`src/hw/rtl/rms_pkg.sv`:
```
package rms_pkg;

    localparam int CAPACITY_DEF   = 64;
    localparam int DATA_WIDTH_DEF = 32;

    localparam int SAMPLE_W = 32;
    localparam int MEDIAN_W = 33;
    localparam int COUNT_W  = 7;

    typedef enum logic {
        ALU_ADD,
        ALU_SUB
    } alu_op_t;

endpackage

```
`src/hw/rtl/rms_ram.sv`:
```
module rms_ram #(
    parameter int WIDTH = 32,
    parameter int DEPTH = 64
) (
    input  logic                     clk,
    input  logic                     wr_en,
    input  logic [$clog2(DEPTH)-1:0] wr_addr,
    input  logic [WIDTH-1:0]         wr_data,
    input  logic                     rd_en,
    input  logic [$clog2(DEPTH)-1:0] rd_addr,
    output logic [WIDTH-1:0]         rd_data
);

    logic [WIDTH-1:0] mem [DEPTH];
    logic [WIDTH-1:0] rd_data_reg;

    always_ff @(posedge clk)
    begin
        if (wr_en)
        begin
            mem[wr_addr] <= wr_data;
        end
        if (rd_en)
        begin
            rd_data_reg <= mem[rd_addr];
        end
    end

    assign rd_data = rd_data_reg;

endmodule

```
`src/hw/rtl/rms_alu.sv`:
```
// Shared add/subtract unit: compares during insertion, sums the middles afterwards.
module rms_alu #(
    parameter int WIDTH = 32
) (
    input  rms_pkg::alu_op_t   op,
    input  logic signed [WIDTH-1:0] a,
    input  logic signed [WIDTH-1:0] b,
    output logic signed [WIDTH:0]   result
);

    logic signed [WIDTH:0] a_ext;
    logic signed [WIDTH:0] b_ext;

    assign a_ext = (WIDTH+1)'(a);
    assign b_ext = (WIDTH+1)'(b);

    always_comb
    begin
        unique case (op)
            rms_pkg::ALU_SUB: result = a_ext - b_ext;
            default:          result = a_ext + b_ext;
        endcase
    end

endmodule

```
`src/hw/rtl/running_median_sorted_insert.sv`:
```
// Running median over a stream of signed samples.
// Input s_*: one sample per transfer (low DATA_WIDTH bits used, two's complement).
// Output m_*: one result per input transfer: tdata = {held_count, median_twice},
// tuser = dropped. median_twice is the sum of the two middle entries (even count)
// or twice the middle entry (odd count).
// Samples live in a sorted RAM of CAPACITY entries. Insertion walks down from the
// top, one entry per cycle through the RAM's read port and write port, moving each
// larger entry up one slot; g is the number of held entries larger than the sample.
// Once the sample is stored (or dropped), the block reads the middle entries and
// registers their sum as the result; s_tready is high only between items, so no new
// sample is taken before that.
// A sample arriving with CAPACITY entries held is discarded, dropped is set and the
// median of the unchanged store is reported.
// Reset empties the store (fill count to zero) and clears the output valid.
// The result sits in an output register; if the receiver stalls, the next item may
// still be accepted and runs until its result would overwrite the pending one, where
// it waits for m_tready.
module running_median_sorted_insert #(
    parameter int CAPACITY   = rms_pkg::CAPACITY_DEF,
    parameter int DATA_WIDTH = rms_pkg::DATA_WIDTH_DEF
) (
    input  logic                                        clk,
    input  logic                                        rst_n,
    input  logic                                        s_tvalid,
    output logic                                        s_tready,
    input  logic [rms_pkg::SAMPLE_W-1:0]                s_tdata,   // [31:0] sample
    output logic                                        m_tvalid,
    input  logic                                        m_tready,
    output logic [rms_pkg::MEDIAN_W+rms_pkg::COUNT_W-1:0] m_tdata, // [32:0] median_twice,
                                                                    // [39:33] held_count
    output logic                                        m_tuser    // [0] dropped
);

    localparam int AW = $clog2(CAPACITY);
    localparam int CW = $clog2(CAPACITY + 1);

    localparam logic [2:0] ST_IDLE = 3'd0;
    localparam logic [2:0] ST_INS  = 3'd1;
    localparam logic [2:0] ST_PUT  = 3'd2;
    localparam logic [2:0] ST_MED0 = 3'd3;
    localparam logic [2:0] ST_MED1 = 3'd4;
    localparam logic [2:0] ST_MED2 = 3'd5;

    logic [2:0]                   state_reg, state_next;
    logic [CW-1:0]                fill_reg, fill_next;
    logic [AW-1:0]                ptr_reg, ptr_next;
    logic signed [DATA_WIDTH-1:0] v_reg, v_next;
    logic signed [DATA_WIDTH-1:0] a_reg, a_next;
    logic                         drop_reg, drop_next;

    logic                          m_tvalid_reg, m_tvalid_next;
    logic [rms_pkg::MEDIAN_W-1:0]  med_reg, med_next;
    logic [rms_pkg::COUNT_W-1:0]   cnt_reg, cnt_next;
    logic                          mdrop_reg, mdrop_next;

    logic                   wr_en;
    logic [AW-1:0]          wr_addr;
    logic [DATA_WIDTH-1:0]  wr_data;
    logic                   rd_en;
    logic [AW-1:0]          rd_addr;
    logic [DATA_WIDTH-1:0]  rd_data;

    rms_pkg::alu_op_t        alu_op;
    logic signed [DATA_WIDTH-1:0] alu_b;
    logic signed [DATA_WIDTH:0]   alu_res;
    logic                    gt;
    logic [AW-1:0]           lo_addr;
    logic [AW-1:0]           hi_addr;

    rms_ram #(
        .WIDTH (DATA_WIDTH),
        .DEPTH (CAPACITY)
    ) u_store (
        .clk     (clk),
        .wr_en   (wr_en),
        .wr_addr (wr_addr),
        .wr_data (wr_data),
        .rd_en   (rd_en),
        .rd_addr (rd_addr),
        .rd_data (rd_data)
    );

    rms_alu #(
        .WIDTH (DATA_WIDTH)
    ) u_alu (
        .op     (alu_op),
        .a      (signed'(rd_data)),
        .b      (alu_b),
        .result (alu_res)
    );

    assign alu_op = (state_reg == ST_INS) ? rms_pkg::ALU_SUB : rms_pkg::ALU_ADD;
    assign alu_b  = (state_reg == ST_INS) ? v_reg : a_reg;
    // stored entry minus sample > 0: entry moves up one slot
    assign gt     = !alu_res[DATA_WIDTH] && (alu_res != '0);

    assign lo_addr = AW'((fill_reg - 1'b1) >> 1);
    assign hi_addr = AW'(fill_reg >> 1);

    assign s_tready = (state_reg == ST_IDLE);

    always_comb
    begin
        state_next    = state_reg;
        fill_next     = fill_reg;
        ptr_next      = ptr_reg;
        v_next        = v_reg;
        a_next        = a_reg;
        drop_next     = drop_reg;
        m_tvalid_next = m_tvalid_reg && !m_tready;
        med_next      = med_reg;
        cnt_next      = cnt_reg;
        mdrop_next    = mdrop_reg;
        wr_en         = 1'b0;
        wr_addr       = ptr_reg;
        wr_data       = v_reg;
        rd_en         = 1'b0;
        rd_addr       = ptr_reg;

        unique case (state_reg)
            ST_IDLE:
            begin
                if (s_tvalid)
                begin
                    v_next    = s_tdata[DATA_WIDTH-1:0];
                    drop_next = (fill_reg == CW'(CAPACITY));
                    if (fill_reg == CW'(CAPACITY))
                    begin
                        state_next = ST_MED0;
                    end
                    else if (fill_reg == '0)
                    begin
                        wr_en      = 1'b1;
                        wr_addr    = '0;
                        wr_data    = s_tdata[DATA_WIDTH-1:0];
                        fill_next  = fill_reg + 1'b1;
                        state_next = ST_MED0;
                    end
                    else
                    begin
                        rd_en      = 1'b1;
                        rd_addr    = AW'(fill_reg - 1'b1);
                        ptr_next   = AW'(fill_reg);
                        fill_next  = fill_reg + 1'b1;
                        state_next = ST_INS;
                    end
                end
            end
            ST_INS:
            begin
                // rd_data holds entry ptr-1
                wr_en = 1'b1;
                if (gt)
                begin
                    wr_data  = rd_data;
                    ptr_next = ptr_reg - 1'b1;
                    if (ptr_reg == AW'(1))
                    begin
                        state_next = ST_PUT;
                    end
                    else
                    begin
                        rd_en   = 1'b1;
                        rd_addr = ptr_reg - 1'b1 - 1'b1;
                    end
                end
                else
                begin
                    state_next = ST_MED0;
                end
            end
            ST_PUT:
            begin
                wr_en      = 1'b1;
                state_next = ST_MED0;
            end
            ST_MED0:
            begin
                rd_en      = 1'b1;
                rd_addr    = lo_addr;
                state_next = ST_MED1;
            end
            ST_MED1:
            begin
                a_next     = rd_data;
                rd_en      = 1'b1;
                rd_addr    = hi_addr;
                state_next = ST_MED2;
            end
            ST_MED2:
            begin
                if (!m_tvalid_reg || m_tready)
                begin
                    m_tvalid_next = 1'b1;
                    med_next      = rms_pkg::MEDIAN_W'(alu_res);
                    cnt_next      = rms_pkg::COUNT_W'(fill_reg);
                    mdrop_next    = drop_reg;
                    state_next    = ST_IDLE;
                end
            end
            default:
            begin
                state_next = ST_IDLE;
            end
        endcase
    end

    always_ff @(posedge clk or negedge rst_n)
    begin
        if (!rst_n)
        begin
            state_reg    <= ST_IDLE;
            fill_reg     <= '0;
            m_tvalid_reg <= 1'b0;
        end
        else
        begin
            state_reg    <= state_next;
            fill_reg     <= fill_next;
            m_tvalid_reg <= m_tvalid_next;
        end
    end

    always_ff @(posedge clk)
    begin
        ptr_reg   <= ptr_next;
        v_reg     <= v_next;
        a_reg     <= a_next;
        drop_reg  <= drop_next;
        med_reg   <= med_next;
        cnt_reg   <= cnt_next;
        mdrop_reg <= mdrop_next;
    end

    assign m_tvalid = m_tvalid_reg;
    assign m_tdata  = {cnt_reg, med_reg};
    assign m_tuser  = mdrop_reg;

    a_fill_bound: assert property (@(posedge clk) disable iff (!rst_n)
        fill_reg <= CW'(CAPACITY))
        else $error("fill count above capacity");

    a_fill_step: assert property (@(posedge clk) disable iff (!rst_n)
        s_tvalid && s_tready |=> (fill_reg == $past(fill_reg) + 1'b1) || drop_reg)
        else $error("accepted sample neither stored nor dropped");

    a_ins_ptr: assert property (@(posedge clk) disable iff (!rst_n)
        state_reg == ST_INS |-> ptr_reg != '0)
        else $error("insertion walk at slot zero");

endmodule

```
`config.mk`:
```
export PLATFORM = sky130hd
export DESIGN_NAME = running_median_sorted_insert
export DESIGN_NICKNAME = d
export VERILOG_FILES = /design/src/hw/rtl/rms_pkg.sv /design/src/hw/rtl/rms_ram.sv /design/src/hw/rtl/rms_alu.sv /design/src/hw/rtl/running_median_sorted_insert.sv
export SDC_FILE = /design/constraint.sdc
export NUM_CORES = 2
export LEC_CHECK = 0
export BUFFER_PORTS_ARGS = -buffer_cell sky130_fd_sc_hd__buf_2
export CAP_MARGIN = 20
export CELL_PAD_IN_SITES_DETAIL_PLACEMENT = 1
export CELL_PAD_IN_SITES_GLOBAL_PLACEMENT = 2
export CORE_ASPECT_RATIO = 0.7
export CORE_UTILIZATION = 45
export CTS_BUF_LIST = sky130_fd_sc_hd__clkbuf_8
export CTS_CLUSTER_DIAMETER = 150
export CTS_CLUSTER_SIZE = 20
export DETAILED_ROUTE_END_ITERATION = 10
export GPL_ROUTABILITY_DRIVEN = 1
export PLACE_DENSITY = 0.87
export SLEW_MARGIN = 40
export SYNTH_ARGS = -nofsm -noshare
export SYNTH_HDL_FRONTEND = slang
export SYNTH_SLANG_ARGS = --single-unit
```
`constraint.sdc`:
```
create_clock -name clk -period 23.1 [get_ports clk]
set_input_delay 4.62 -clock clk [delete_from_list [all_inputs] [get_ports clk]]
set_output_delay 4.62 -clock clk [all_outputs]
set_load 0.02 [all_outputs]
```
# Word-level counts from Yosys, hierarchy flattened
# Memory sizes are Yosys's and may differ from the RTL's. A register that Yosys moved wholly into a read port is not among the register bits.
# Index checks and enable logic that the tools add are counted.
word_totals:
  out_inout_bits: 43
  word_cells: 92
  mem_bits_rw: 2048
  register_bits: 123
  in_bits: 36
  n_memories: 1
memory_table:
  columns: ["name", "depth", "width", "read_ports", "rd_ports_with_merged_regs", "wr", "line", "text"]
  rows:
  - ["u_store.mem", 64, 32, 1, 1, 1, "rms_ram.sv:14", "logic [WIDTH-1:0] mem [DEPTH];"]
op_classes:
  bitwise: 1
  muxes: 44
  n_eq_ne: 13
  add_sub_neg: 6
  n_reduce_logical: 17
ops:
  columns: ["operator", "n"]
  rows:
  - ["two-way mux 32 bit", 5]
  - ["two-way mux 6 bit", 13]
  - ["case mux 32 bit (2 select lines)", 1]
  - ["adder 32 x 32 -> 33 bit", 1]
  - ["two-way mux 33 bit", 1]
  - ["nonzero test 33 bit", 1]
  - ["subtractor 32 x 32 -> 33 bit", 1]
  - ["case mux 6 bit (4 select lines)", 1]
  - ["case mux 3 bit (6 select lines)", 1]
  - ["two-way mux 1 bit", 13]
  - ["two-way mux 3 bit", 4]
  - ["case mux 6 bit (2 select lines)", 1]
  - ["subtractor 6 x 1 -> 6 bit, second input constant", 2]
  - ["!= test 2 bit, second input constant", 5]
  - ["adder 7 x 1 -> 7 bit, second input constant", 1]
  - ["== test 7 bit, second input constant", 1]
  - ["zero test 7 bit", 1]
  - ["subtractor 7 x 1 -> 7 bit, second input constant", 1]
  - ["== test 3 x 2 -> 1 bit, second input constant", 2]
  - ["== test 3 bit, second input constant", 2]
  - ["== test 6 x 1 -> 1 bit, second input constant", 1]
  - ["AND reduction 3 bit", 2]
  - ["AND reduction 5 bit", 1]
  - ["two-way mux 2 bit", 2]
  - ["12 further kinds", 17]

# Depth between registers and ports, before layout
logic_depth:
  depth_word: 8
  mapped_depth: 39
  depth_no_buf: 29

# Cells and area by module
# From an unflattened synthesis, not the netlist that was laid out.
hier_totals:
  hier_cells: 4177
  area_unflattened_um2: 87152.3
modules_own_cells:
  columns: ["module", "cells_each", "area_per_inst_um2", "instances", "seq_area_each_um2"]
  rows:
  - ["rms_ram", 3324, 78835.6, 1, 62459.9]
  - ["running_median_sorted_insert", 507, 5889.4, 1, 3638.5]
  - ["rms_alu", 346, 2427.3, 1, 0.0]

# Worst setup path after synthesis
# No wires, ideal clock.
synth_timing:
  kind: "register to register"
  startpoint: "register state_reg[2]"
  endpoint: "memory u_store.mem[0][27], data pin"
  t_required_ns: 22.398
  period_less_slack_ns: 10.006
  arrival_time_ns: 9.304
  slack_ns: 13.094
  path_stages_with_launch: 31
  n_path_buf: 7
  setup_time_ns: 0.702
  cell_sequence: "dfrtp_1 clkbuf_1 or3b_1 buf_4 clkbuf_1 clkbuf_1 buf_1 nand2_1 nand2_1 inv_1 ha_1 or4b_2 or4_1 a221oi_4 nor2b_1 xor2_1 nand2_1 o21ai_0 ha_1 clkbuf_1 nand3_1 or3_1 a2111o_1 a211o_1 and3b_1 o2111ai_1 nor4_4 a21oi_2 clkbuf_1 a31oi_1 o21ai_0"
synth_via:
  elab_chain_len: 8
  word_cells_on_any_way: 12
  cone_classes: "add/sub (2); eq/ne (1); mux (5); reduce/logical (4)"
synth_rtl:
  columns: ["item", "line", "text"]
  rows:
  - ["from (decl)", "running_median_sorted_insert.sv:44", "logic [2:0] state_reg, state_next;"]
  - ["from (signal assigned)", "running_median_sorted_insert.sv:218", "state_reg <= state_next;"]
  - ["== test 3 x 1 -> 1 bit", "running_median_sorted_insert.sv:92, running_median_sorted_insert.sv:93, running_median_sorted_insert.sv:120", null]
  - ["two-way mux 32 bit", "running_median_sorted_insert.sv:93", "assign alu_b = (state_reg == ST_INS) ? v_reg : a_reg;"]
  - ["adder 32 x 32 -> 33 bit or subtractor 32 x 32 -> 33 bit (tied branches)", "rms_alu.sv:21, rms_alu.sv:20", null]
  - ["two-way mux 33 bit", "rms_alu.sv:19", "unique case (op)"]
  - ["nonzero test 33 bit or zero test 1 bit (tied branches)", "running_median_sorted_insert.sv:95", "assign gt = !alu_res[DATA_WIDTH] && (alu_res != '0);"]
  - ["logical AND 1 bit", "running_median_sorted_insert.sv:95", null]
  - ["two-way mux 32 bit", "running_median_sorted_insert.sv:153", "if (gt)"]
  - ["case mux 32 bit (2 select lines) *", "running_median_sorted_insert.sv:120", "unique case (state_reg)"]
  - ["via u_store.wr_data[27]", "rms_ram.sv:8", "input logic [WIDTH-1:0] wr_data,"]
  - ["to (decl)", "rms_ram.sv:14", null]
# The timed path passes the listed nets; every way through them passes the cells marked *.

# Final worst setup path
layout_timing:
  startpoint: "register state_reg[1]"
  endpoint: "register u_store.rd_data_reg[10] (netlist: u_store.rd_data[10]), read port of u_store.mem, data pin"
layout_via:
  elab_chain_len: 8
  word_cells_on_any_way: 17
  cone_classes: "add/sub (2); eq/ne (3); mux (7); reduce/logical (5)"
layout_rtl:
  columns: ["item", "line", "text"]
  rows:
  - ["== test 3 x 1 -> 1 bit *", "running_median_sorted_insert.sv:92, running_median_sorted_insert.sv:93", null]
  - ["two-way mux 32 bit", "running_median_sorted_insert.sv:93", null]
  - ["adder 32 x 32 -> 33 bit or subtractor 32 x 32 -> 33 bit (tied branches)", "rms_alu.sv:21, rms_alu.sv:20", null]
  - ["two-way mux 33 bit *", "rms_alu.sv:19", null]
  - ["via alu_res[15]", "running_median_sorted_insert.sv:65", "logic signed [DATA_WIDTH:0] alu_res;"]
  - ["nonzero test 33 bit *", "running_median_sorted_insert.sv:95", null]
  - ["logical AND 1 bit *", "running_median_sorted_insert.sv:95", null]
  - ["two-way mux 6 bit or two-way mux 1 bit (tied branches)", "running_median_sorted_insert.sv:153", null]
  - ["case mux 6 bit (4 select lines) or case mux 1 bit (3 select lines) (tied branches)", "running_median_sorted_insert.sv:120", null]
  - ["to (decl)", "rms_ram.sv:15", "logic [WIDTH-1:0] rd_data_reg;"]
# Marks and branches as above.
# A chain may end at the register's enable or synchronous reset.

==> flow_summary.ini <==
[status]
status = finished clean

[setup_path]
cp.required_ns = 23.77
rr_startpoint = state_reg[1]
startpoint_type = flop
cp_max_fo = 173
cp-startpoint = state_reg[1]
slowest_delay_ns = 0.82
crit_arrival_ns = 13.08
rrSetupSlack_ns = 10.69
cp-end-kind = flop
crit_type = reg -> reg
cp_slowest_cell = or3b_2

[clock_network]
clock-sinks = 2203
ctsHtreeMaxLevel = 3
clk_pin_slew_ns = 0.14
cts_hold_buffers = 0
root_buffer = clkbuf_8
post-cts-setup-buffers = 0
cts_tree = yes
numCtsBuffers = 120
clockBufferDepth = 3
cts_resized = 0
clock_latency_ns = 1.02

[sta]
hold_violations = 0
timing.final.crit_share_pct = 53.7
final.setup.tns_ns = 0
final_max_slew_viol_count = 0
slew_headroom_pct = 33.6
final-setup-viol-count = 0
max_freq_mhz = 80.6
worstMarginPinSlew_ns = 0.995
period_needed_ns = 12.41
rsz0062_at_grt = no
finClkSkew_ns = 0.120
fin_hold_ws_ns = 0.432

[die]
die_y_um = 377
std_cell_rows = 137
die_area_mm2 = 0.203
die_w_um = 538
ios = 79
start_util_pct = 45.4
coreArea_mm2 = 0.200

[run]
cap_violations = 0

[drt]
ant_nets = 0
routedWlPerCell_um = 31.3
vias = 59058
viasPerCell = 6.44
drc_errors = 0
routed_wl_um = 287000
dr.pass1.iters = 5
drt_iter0_drc = 8205

[cells_and_area]
nNetsFinal = 6568
drive_gt1_share_pct = 8.11
synthToLayoutAreaGrowth_pct = 6.90
largest_register_ffs = 2048

[global_routing]
grt_max_degree = 196
overflow = 0
track_usage_pct = 27.6
antenna_found_initial = 29
grt_pass1_wl_um = 410000
grt_pass1_vias = 58914

[logic_synthesis]
synth_cell_type_count = 76
netlist_area_mm2 = 0.0906
seq_area_frac_synth_pct = 73.0
synth.top_cell.area_share_pct = 72.7
yosys.area.top_type = edfxtp_1
syn-mean-instance-area_um2 = 13.7
synthesis.nets = 6677
ys_top_cells_by_area = edfxtp_1 (73%), nand2_1 (4.8%), a211oi_1 (4.2%)
synth_edf_count = 2192
yosysWarnings = 0
synthFlopType = edfxtp_1
postSynthRegisterBits = 2203
async_flop_share_pct = 0.499
netlist_instances = 6601

[hold_path]
hold_class = reg -> reg
worstHoldStart = drop_reg

[placement]
io_buffer_count = 78
place_congestion = 0.908
dpl.hpwl_um = 167000
[final timing paths]
path / endpoint / depth (start not counted)
worst max-delay path: u_store.rd_data[10] / 32
worst min-delay path: m_tuser / 0
worst max register to register: u_store.rd_data[10] / 32
min in group asynchronous: state_reg[2] / 1
worst min register to register: m_tuser / 0
max in group asynchronous: fill_reg[2] / 1
[cell usage in the layout (no fill, tap or decap), types with 13 or more instances in the layout]
master / instances
a211oi_1: 510
a21oi_1: 168
a21oi_2: 16
a22oi_1: 254
a31oi_1: 538
and2_1: 518
buf_12: 17
buf_2: 78
buf_4: 136
buf_6: 13
clkbuf_8: 121
edfxtp_1: 2192
ha_1: 39
inv_1: 56
mux2i_1: 40
nand2_1: 1160
nand3_1: 32
nand4_1: 14
nor2_1: 98
nor2_4: 65
nor3_1: 33
o21ai_0: 62
o21ai_4: 27
or3_1: 15
or4_1: 35
xnor2_1: 42
xor2_1: 28
[layout make-up]
cell class,count,area [um^2]
fill,19680,103000
sequential,2203,66100
multi-input combinational,3891,23500
tap,2641,3300
timing repair buffer,247,1940
clock buffer,121,1670
clock inverter,34,214
inverter,29,109
antenna,10,25.0
[layer usage]
metal,routed length (um),part of all wire [%],global-route usage (%)
met1,120000,42,39.5
met2,129000,45,43.1
met3,28500,9.9,4.96
met4,9630,3.4,8.56
met5,99,0.034,0
[critical path, delay by kind of cell (launching register included)]
kind                       cells  cell delay [ns]
AOI/OAI and AO/OA             10             2.18
xor gates and xnor gates       2             0.40
adders and majority gates      2             0.62
buffers and inverters          6             2.95
DFF                            1             0.71
and+or+nand+nor               12             4.78
[cells by family (layout without fill, tap and decap cells)]
family	count (synthesis)	in the layout	share of synthesized area (%)
AND/OR/NAND/NOR	2052	2052	10.5
AO/OA/AOI/OAI	1688	1688	12.6
multiplexers	41	41	0.454
flip-flops	2203	2203	73.0
adder cells (fa/ha/maj)	40	40	0.561
XOR/XNOR	70	70	0.677
other	0	10	0
buffers and inverters	507	431	2.23
[synth_stat cells (40+ instances only)]
library cell,number
a31oi_1,538
nor2_1,163
xnor2_1,42
buf_2,84
mux2i_1,40
a211oi_1,510
a21oi_1,186
and2_1,520
clkbuf_1,365
nand2_1,1167
o21ai_0,89
a22oi_1,254
edfxtp_1,2192
[metrics by stage]
step | setup WS [ns] | instances | utilization [%] | instance area (um^2)
4_1_cts | 11.01 | 9161 | 48.4 | 96700
3_5_place_dp | 11.13 | 9006 | 47.5 | 94800
6_report | 10.69 | 9176 | 48.5 | 96800
3_3_place_gp | 11.29 | 9001 | 47.4 | 94600
2_1_floorplan | 13.09 | 6601 | - | 90600
5_1_grt | 10.12 | 9167 | 48.5 | 96800
Power is not shown: default switching activity piles up to over one toggle a cycle in this logic, so the estimate is an artifact.
